File: config.mk
export PLATFORM = sky130hd
export DESIGN_NAME = key_debounce_autorepeat_stack_flat
export DESIGN_NICKNAME = d
export VERILOG_FILES = /design/src/hw/rtl/kdas_pkg.sv /design/src/hw/rtl/kdas_if.sv /design/src/hw/rtl/key_debounce_autorepeat_stack.sv /design/src/flat_wrapper.sv
export SDC_FILE = /design/constraint.sdc
export NUM_CORES = 1
export LEC_CHECK = 0
export BUFFER_PORTS_ARGS = -buffer_cell sky130_fd_sc_hd__clkbuf_2
export CAP_MARGIN = 20
export CELL_PAD_IN_SITES_DETAIL_PLACEMENT = 0
export CELL_PAD_IN_SITES_GLOBAL_PLACEMENT = 2
export CORE_MARGIN = 5
export CORE_UTILIZATION = 34
export DETAILED_ROUTE_END_ITERATION = 10
export GPL_TIMING_DRIVEN = 0
export MAX_ROUTING_LAYER = met4
export PLACE_DENSITY = 0.8
export SYNTH_ARGS = -nofsm -noshare
export SYNTH_HDL_FRONTEND = slang
export SYNTH_SLANG_ARGS = --single-unit
export TNS_END_PERCENT = 1
File: constraint.sdc
create_clock -name clk -period 3.1 [get_ports clk]
set_clock_uncertainty 0.1 [all_clocks]
set_input_delay 0 -clock clk [delete_from_list [all_inputs] [get_ports clk]]
set_output_delay 0 -clock clk [all_outputs]
set_load 0.1 [all_outputs]
File: src/hw/rtl/kdas_pkg.sv
// ----------------------------------------------------------------------------
// kdas_pkg: key debounce / auto-repeat / press stack definitions
// Shared widths, operation codes and stack sizing for the key block.
// ----------------------------------------------------------------------------
package kdas_pkg;

    localparam int OP_W       = 2;
    localparam int MASK_W     = 6;
    localparam int KEY_W      = 3;
    localparam int HOLD_W     = 4;
    localparam int LEVEL_W    = 4;
    localparam int CFG_W      = 4;
    localparam int NUM_KEYS   = 6;

    localparam int STACK_DEPTH = 8;
    localparam int CNT_W       = $clog2(STACK_DEPTH + 1);
    localparam int IDX_W       = (STACK_DEPTH > 1) ? $clog2(STACK_DEPTH) : 1;

    localparam int APB_AW = 4;
    localparam int APB_DW = 32;

    localparam logic [HOLD_W-1:0] HOLD_MAX = '1;

    localparam logic [CFG_W-1:0] CONFIRM_RST = CFG_W'(1);
    localparam logic [CFG_W-1:0] LIMIT_RST   = CFG_W'(10);
    localparam logic [CFG_W-1:0] RELOAD_RST  = CFG_W'(5);

    typedef enum logic [OP_W-1:0] {
        OP_TICK  = 2'd0,
        OP_POP   = 2'd1,
        OP_CLEAR = 2'd2
    } op_t;

    typedef enum logic [1:0] {
        REG_CONFIRM = 2'd0,
        REG_LIMIT   = 2'd1,
        REG_RELOAD  = 2'd2
    } reg_idx_t;

endpackage

File: src/hw/rtl/kdas_if.sv
// ----------------------------------------------------------------------------
// kdas_if: valid/ready channels of the key block
// Input channel carries op and key mask; output channel carries the result.
// ----------------------------------------------------------------------------
interface kdas_in_if;
    import kdas_pkg::*;

    logic              valid;
    logic              ready;
    logic [OP_W-1:0]   op;
    logic [MASK_W-1:0] key_mask;

    modport source (output valid, output op, output key_mask, input ready);
    modport sink   (input valid, input op, input key_mask, output ready);
endinterface

interface kdas_out_if;
    import kdas_pkg::*;

    logic               valid;
    logic               ready;
    logic [KEY_W-1:0]   popped_key;
    logic [KEY_W-1:0]   held_key;
    logic               beep;
    logic [LEVEL_W-1:0] stack_level;

    modport source (output valid, output popped_key, output held_key, output beep,
                    output stack_level, input ready);
    modport sink   (input valid, input popped_key, input held_key, input beep,
                    input stack_level, output ready);
endinterface

File: src/hw/rtl/key_debounce_autorepeat_stack.sv
// ----------------------------------------------------------------------------
// key_debounce_autorepeat_stack: keypad debounce with auto-repeat press stack
//
// in_ch takes one beat per item: op 0 is a scan tick with a 6-bit key mask,
// op 1 pops the newest key code, op 2 clears the press stack, op 3 is a no-op.
// out_ch returns one beat per item: popped key, confirmed held key, beep
// (a press fired on this tick, also with the stack full) and the stack
// level after the item. A beat goes into an input register, is evaluated
// against the debounce state and lands in the result register; one item
// per cycle is sustained while out_ch does not stall.
// When out_ch stalls, the result register holds and in_ch keeps accepting
// until the input register is also full, then ready drops.
// The APB port writes confirm_count (0x0), repeat_limit (0x4) and
// repeat_reload (0x8); write only while no item is in flight.
// Reset clears key tracking and the stack level and loads the register
// defaults 1, 10 and 5; stack entries are not cleared. in_ch.ready is low
// while reset is held.
// ----------------------------------------------------------------------------
module key_debounce_autorepeat_stack
(
    input  logic                         clk,
    input  logic                         rst_n,
    kdas_in_if.sink                      in_ch,
    kdas_out_if.source                   out_ch,
    input  logic                         psel,
    input  logic                         penable,
    input  logic                         pwrite,
    input  logic [kdas_pkg::APB_AW-1:0]  paddr,
    input  logic [kdas_pkg::APB_DW-1:0]  pwdata,
    output logic [kdas_pkg::APB_DW-1:0]  prdata,
    output logic                         pready
);
    import kdas_pkg::*;

    // config registers
    logic [CFG_W-1:0] confirm_reg, limit_reg, reload_reg;
    logic             cfg_wr;
    reg_idx_t         cfg_idx;

    assign pready  = 1'b1;
    assign cfg_wr  = psel & penable & pwrite & pready;
    assign cfg_idx = reg_idx_t'(paddr[3:2]);

    always_ff @(posedge clk or negedge rst_n)
    begin
        if (!rst_n)
        begin
            confirm_reg <= CONFIRM_RST;
            limit_reg   <= LIMIT_RST;
            reload_reg  <= RELOAD_RST;
        end
        else if (cfg_wr)
        begin
            case (cfg_idx)
                REG_CONFIRM: confirm_reg <= pwdata[CFG_W-1:0];
                REG_LIMIT:   limit_reg   <= pwdata[CFG_W-1:0];
                REG_RELOAD:  reload_reg  <= pwdata[CFG_W-1:0];
                default:     ;
            endcase
        end
    end

    always_comb
    begin
        prdata = '0;
        case (cfg_idx)
            REG_CONFIRM: prdata = APB_DW'(confirm_reg);
            REG_LIMIT:   prdata = APB_DW'(limit_reg);
            REG_RELOAD:  prdata = APB_DW'(reload_reg);
            default:     prdata = '0;
        endcase
    end

    // handshake
    logic              in_valid_reg;
    logic [OP_W-1:0]   in_op_reg;
    logic [MASK_W-1:0] in_mask_reg;
    logic              out_valid_reg;
    logic              advance;
    logic              in_take;

    assign advance     = in_valid_reg & (~out_valid_reg | out_ch.ready);
    assign in_ch.ready = rst_n & (~in_valid_reg | advance);
    assign in_take     = in_ch.valid & in_ch.ready;

    always_ff @(posedge clk or negedge rst_n)
    begin
        if (!rst_n)
        begin
            in_valid_reg  <= 1'b0;
            out_valid_reg <= 1'b0;
        end
        else
        begin
            if (in_ch.ready)
                in_valid_reg <= in_ch.valid;
            if (~out_valid_reg | out_ch.ready)
                out_valid_reg <= in_valid_reg;
        end
    end

    always_ff @(posedge clk)
    begin
        if (in_take)
        begin
            in_op_reg   <= in_ch.op;
            in_mask_reg <= in_ch.key_mask;
        end
    end

    // key state
    logic [KEY_W-1:0]  cand_reg, cand_next;
    logic [HOLD_W-1:0] hold_reg, hold_next;
    logic [KEY_W-1:0]  rep_reg, rep_next;
    logic [KEY_W-1:0]  cur_reg, cur_next;
    logic [CNT_W-1:0]  count_reg, count_next;
    logic [KEY_W-1:0]  stack_mem [STACK_DEPTH];

    logic [KEY_W-1:0]  code;
    logic [HOLD_W-1:0] hold_inc;
    logic              push;
    logic              push_wr;
    logic [IDX_W-1:0]  top_idx;
    logic [KEY_W-1:0]  popped;
    op_t               op;

    assign op       = op_t'(in_op_reg);
    assign hold_inc = (hold_reg == HOLD_MAX) ? HOLD_MAX : hold_reg + HOLD_W'(1);
    assign top_idx  = IDX_W'(count_reg - CNT_W'(1));

    always_comb
    begin
        code = '0;
        for (int i = 0; i < NUM_KEYS; i++)
        begin
            if (in_mask_reg == MASK_W'(1 << i))
                code = KEY_W'(i + 1);
        end
    end

    always_comb
    begin
        cand_next  = cand_reg;
        hold_next  = hold_reg;
        rep_next   = rep_reg;
        cur_next   = cur_reg;
        count_next = count_reg;
        push       = 1'b0;
        popped     = '0;
        case (op)
            OP_TICK:
            begin
                if (code == '0)
                begin
                    cand_next = '0;
                    hold_next = '0;
                    rep_next  = '0;
                    cur_next  = '0;
                end
                else if (cand_reg != code)
                begin
                    cand_next = code;
                    hold_next = '0;
                end
                else if (hold_reg < confirm_reg)
                begin
                    hold_next = hold_inc;
                end
                else
                begin
                    if (rep_reg != code)
                        push = 1'b1;
                    else if (hold_reg >= limit_reg)
                    begin
                        hold_next = reload_reg;
                        push      = 1'b1;
                    end
                    else
                        hold_next = hold_inc;
                    rep_next = code;
                    cur_next = code;
                end
                if (push && count_reg < CNT_W'(STACK_DEPTH))
                    count_next = count_reg + CNT_W'(1);
            end
            OP_POP:
            begin
                if (count_reg != '0)
                begin
                    count_next = count_reg - CNT_W'(1);
                    popped     = stack_mem[top_idx];
                end
            end
            OP_CLEAR:
                count_next = '0;
            default: ;
        endcase
    end

    assign push_wr = advance & push & (count_reg < CNT_W'(STACK_DEPTH));

    always_ff @(posedge clk or negedge rst_n)
    begin
        if (!rst_n)
        begin
            cand_reg  <= '0;
            hold_reg  <= '0;
            rep_reg   <= '0;
            cur_reg   <= '0;
            count_reg <= '0;
        end
        else if (advance)
        begin
            cand_reg  <= cand_next;
            hold_reg  <= hold_next;
            rep_reg   <= rep_next;
            cur_reg   <= cur_next;
            count_reg <= count_next;
        end
    end

    always_ff @(posedge clk)
    begin
        if (push_wr)
            stack_mem[IDX_W'(count_reg)] <= code;
    end

    // result register
    logic [KEY_W-1:0]   popped_reg;
    logic [KEY_W-1:0]   held_reg;
    logic               beep_reg;
    logic [LEVEL_W-1:0] level_reg;

    always_ff @(posedge clk)
    begin
        if (advance)
        begin
            popped_reg <= popped;
            held_reg   <= cur_next;
            beep_reg   <= push;
            level_reg  <= LEVEL_W'(count_next);
        end
    end

    assign out_ch.valid       = out_valid_reg;
    assign out_ch.popped_key  = popped_reg;
    assign out_ch.held_key    = held_reg;
    assign out_ch.beep        = beep_reg;
    assign out_ch.stack_level = level_reg;

    // checks
    a_count_bound: assert property (@(posedge clk) disable iff (!rst_n)
        count_reg <= CNT_W'(STACK_DEPTH))
        else $error("stack count above depth");

    a_beep_held: assert property (@(posedge clk) disable iff (!rst_n)
        out_valid_reg && beep_reg |-> held_reg != '0 && popped_reg == '0)
        else $error("beep without a held key");

    a_clear: assert property (@(posedge clk) disable iff (!rst_n)
        advance && op == OP_CLEAR |=> count_reg == '0)
        else $error("stack not cleared");

    a_rep_cur: assert property (@(posedge clk) disable iff (!rst_n)
        rep_reg == cur_reg)
        else $error("reported and current key differ");

endmodule
File: src/flat_wrapper.sv
// flat-port wrapper written by rule: the top's interface ports become plain ports
module key_debounce_autorepeat_stack_flat import kdas_pkg::*;
  (clk, rst_n, psel, penable, pwrite, paddr, pwdata, prdata, pready, in_ch_valid, in_ch_op, in_ch_key_mask, in_ch_ready, out_ch_valid, out_ch_popped_key, out_ch_held_key, out_ch_beep, out_ch_stack_level, out_ch_ready);
  kdas_in_if in_ch_i ();
  kdas_out_if out_ch_i ();
  input  logic clk;
  input  logic rst_n;
  input  logic psel;
  input  logic penable;
  input  logic pwrite;
  input  logic [kdas_pkg::APB_AW-1:0] paddr;
  input  logic [kdas_pkg::APB_DW-1:0] pwdata;
  output logic [kdas_pkg::APB_DW-1:0] prdata;
  output logic pready;
  input wire logic [$bits(in_ch_i.valid)-1:0] in_ch_valid;
  input wire logic [$bits(in_ch_i.op)-1:0] in_ch_op;
  input wire logic [$bits(in_ch_i.key_mask)-1:0] in_ch_key_mask;
  output wire logic [$bits(in_ch_i.ready)-1:0] in_ch_ready;
  output wire logic [$bits(out_ch_i.valid)-1:0] out_ch_valid;
  output wire logic [$bits(out_ch_i.popped_key)-1:0] out_ch_popped_key;
  output wire logic [$bits(out_ch_i.held_key)-1:0] out_ch_held_key;
  output wire logic [$bits(out_ch_i.beep)-1:0] out_ch_beep;
  output wire logic [$bits(out_ch_i.stack_level)-1:0] out_ch_stack_level;
  input wire logic [$bits(out_ch_i.ready)-1:0] out_ch_ready;
  assign in_ch_i.valid = in_ch_valid;
  assign in_ch_i.op = in_ch_op;
  assign in_ch_i.key_mask = in_ch_key_mask;
  assign in_ch_ready = in_ch_i.ready;
  assign out_ch_valid = out_ch_i.valid;
  assign out_ch_popped_key = out_ch_i.popped_key;
  assign out_ch_held_key = out_ch_i.held_key;
  assign out_ch_beep = out_ch_i.beep;
  assign out_ch_stack_level = out_ch_i.stack_level;
  assign out_ch_i.ready = out_ch_ready;
  key_debounce_autorepeat_stack u_core (.clk(clk), .rst_n(rst_n), .in_ch(in_ch_i), .out_ch(out_ch_i), .psel(psel), .penable(penable), .pwrite(pwrite), .paddr(paddr), .pwdata(pwdata), .prdata(prdata), .pready(pready));
endmodule
==> qor.yml <==
status:
  outcome: "finished clean"
clocking:
  cts_setup_buffers: 0
  clk_pin_slew_ps: 60
  htreeDepth: 3
  cts_inserted_buffers: 9
  clock_path_buffers: 2
  cts_tree: "done"
  cts_root_buffer: "clkbuf_16"
  numClockSinks: 74
  clkLatencyLatePin_ps: 330
worst_setup_path:
  end_kind: "flop"
  regToRegSetupSlack_ps: 110
  cp-endpoint: "u_core.stack_mem[4][2]"
  crit_path_start_kind: "flop"
  worst_ep_required_time_ps: 2980
  worstSetupPathType: "reg2reg"
  cp.arrival_ps: 2870
  critPathMaxFanout: 8
  regToRegStartpoint: "u_core.in_mask_reg[2]"
  reg2reg_depth: 8
  critPathLaunch: "u_core.in_mask_reg[2]"
  timing.rr.end: "u_core.stack_mem[4][2]"
detailed_routing:
  drc: 0
  avgRoutedWirePerCell_um: 14.46
  drt_pre_antenna_iters: 5
  ant_nets: 0
  viasPerCell: 4.802
  routed_wl_um: 8631
  drt-initial-drc-count: 145
  via_count: 2867
yosys:
  synth_top_family_by_area: "compound AO/OA/AOI/OAI gates"
  ys_async_sr_fraction: 0.4189
  synth_flop_cell: "edfxtp_1"
  yosysWarnings: 0
  synth-edff-count: 43
  ys_seq_area_frac: 0.5149
  synth-xor-area-share: 0.02610
  synth_mux_area_frac: 0.08701
  synthesis.area_um2: 4026
  netlist_instances: 361
  synthTopCellsByArea: "edfxtp_1 (32%), dfrtp_1 (16%), buf_4 (5.4%)"
  ys_seq_elements: 74
  yosysUniqueCellTypes: 54
  avgSynthCellArea_um2: 11.15
  synth-compound-area-share: 0.1318
  yosysTopAreaCell: "edfxtp_1"
  yosysTopAreaCellShare: 0.3207
  synth_fa_ha_area_frac: 0.03108
  synthSimpleGateAreaFrac: 0.1156
grt:
  grt_max_degree: 33
  grt-ovfl-total: 0
  track_usage: 0.1303
  antenna_found_initial: 0
  grt_first_pass_wirelength_um: 14210
  grt_pass1_vias: 2813
placed_design:
  place_congestion: 0.8071
  postPlaceCellArea_um2: 4487
  place_hpwl_um: 6341
  place_ws_ps: -144.3
  port_buffers: 36
floorplan:
  dieArea_um2: 14120
  die_x_um: 118.8
  rows: 39
  die_h_um: 118.8
  io_pins: 97
  core-area_um2: 11520
  start_util: 0.3496
sta:
  min_period_ps: 2990
  hold_viol_final: 0
  worst_slew_pin_slew_ps: 846.7
  final_max_slew_viol_count: 0
  post-route-period-util: 0.9645
  setup_viol: 0
  setup_ws_ps: 109.9
  max_slew_margin: 0.4356
  hold_ws_ps: 66.44
  clock.fmax_mhz: 334.4
  rsz0062_at_grt: "yes"
worst_hold_path:
  hold_path_class: "in2reg"
finish:
  regArea_um2: 2073
  mostFrequentLayoutCells: "edfxtp_1 (43), clkbuf_2 (37), nand2_1 (31)"
  antenna_cells: 0
  n_fill_cell: 1106
  largest_reg_flops: 24
  multi_input_area_um2: 1734
  drive_above_1_share: 0.2687
  area_growth_syn_to_layout_pct: 23.74
  final_cell_area_um2: 4982
  nets: 510
  final_common_cell: "edfxtp_1"
pwr:
  power.leakage_nw: 2.092
  ir_drop_mv: 0.2470
  cellPowerDensity_nw_per_um2: 774.5
run:
  maxCapViolCount: 0
==> synthesized netlist by cell type (3+ instances only) <==
master / number
a21o_1: 6
a21oi_1: 12
a22oi_1: 3
a32o_1: 3
buf_4: 29
clkbuf_1: 12
dfrtp_1: 26
dfstp_2: 5
edfxtp_1: 43
ha_1: 10
inv_1: 21
mux2_2: 12
mux2i_1: 8
mux4_2: 6
nand2_1: 31
nand2b_1: 5
nand3_1: 6
nor2_1: 17
nor2b_1: 3
nor3_1: 14
nor4_1: 6
o211ai_2: 3
o21ai_0: 26
o2bb2ai_1: 4
o31ai_1: 6
xnor2_1: 5
xor2_1: 7
==> where the power goes <==
group          leakage (nW)  switching, mW  internal [mW]
sequential            0.791         0.0862           1.19
combinational          1.16           1.04          0.480
clock                 0.142          0.414          0.650
total                  2.09           1.54           2.32
==> critical path: stages, from the launching register on <==
cell,delay [ps]
edfxtp_1,380
buf_6,150
nor3_1,230
o211ai_2,230
xnor2_1,190
nor3_2,260
nand3_2,190
or3_4,470
nor4_2,450
==> how the worst min path moves through the flow <==
| stage | startpoint | to | slack [ps] | depth (start not counted) |
|---|---|---|---|---|
| floorplan | rst_n | u_core.cand_reg[0] | -400 | 0 |
| global placement | rst_n | u_core.in_valid_reg | 60 | 1 |
| detailed placement | rst_n | u_core.cur_reg[0] | 70 | 1 |
| CTS | paddr[3] | u_core.confirm_reg[3] | 70 | 3 |
| global route | penable | u_core.confirm_reg[3] | 90 | 4 |
| finish | paddr[3] | u_core.confirm_reg[2] | 70 | 3 |
==> metrics by stage <==
stage	total power [mW]	std cells	setup TNS, ps	util
after floorplan	2.504	388	0	-
after global placement	2.769	567	-38.38	0.3896
after detailed placement	2.783	567	-826.5	0.3896
after CTS	3.886	597	0	0.4305
after global routing	4.085	597	-1910	0.4326
final	3.859	597	0	0.4326
==> metal layers <==
layer | vias to the layer above | share of wire | global-route usage
met1 | 1362 | 0.45 | 0.1607
met3 | 15 | 0.034 | 0.02464
met4 | 0 | 0.018 | 0.05286
met2 | 59 | 0.50 | 0.2117
li1 | 1431 | - | -
met5 | - | 0 | -
==> what timing repair did <==
action,CTS,global route
endpoints found under the setup margin,15,28
pin swaps,0,1
hold buffers,14,0
endpoints found under the hold margin,47,0
resized for setup,5,4
==> cells by family (layout without fill, tap and decap cells) <==
kind of cell             after synthesis  in the layout
other                                  2             29
buffers and inverters                 65            131
AND/OR/NAND/NOR                       93             93
multiplexers                          26             26
XOR/XNOR                              12             12
flip-flops                            74             74
AO/OA/AOI/OAI                         79             79
adder cells (fa/ha/maj)               10             10
==> layout make-up <==
cell class	instances	area share
Sequential cell	74	0.4161
Multi-Input combinational cell	249	0.3481
Timing Repair Buffer	50	0.06429
Buffer	44	0.05851
Clock buffer	11	0.04872
Tap cell	143	0.03591
Inverter	21	0.01582
Clock inverter	5	0.01256
Note: power is estimated with default switching activity, not from simulation.
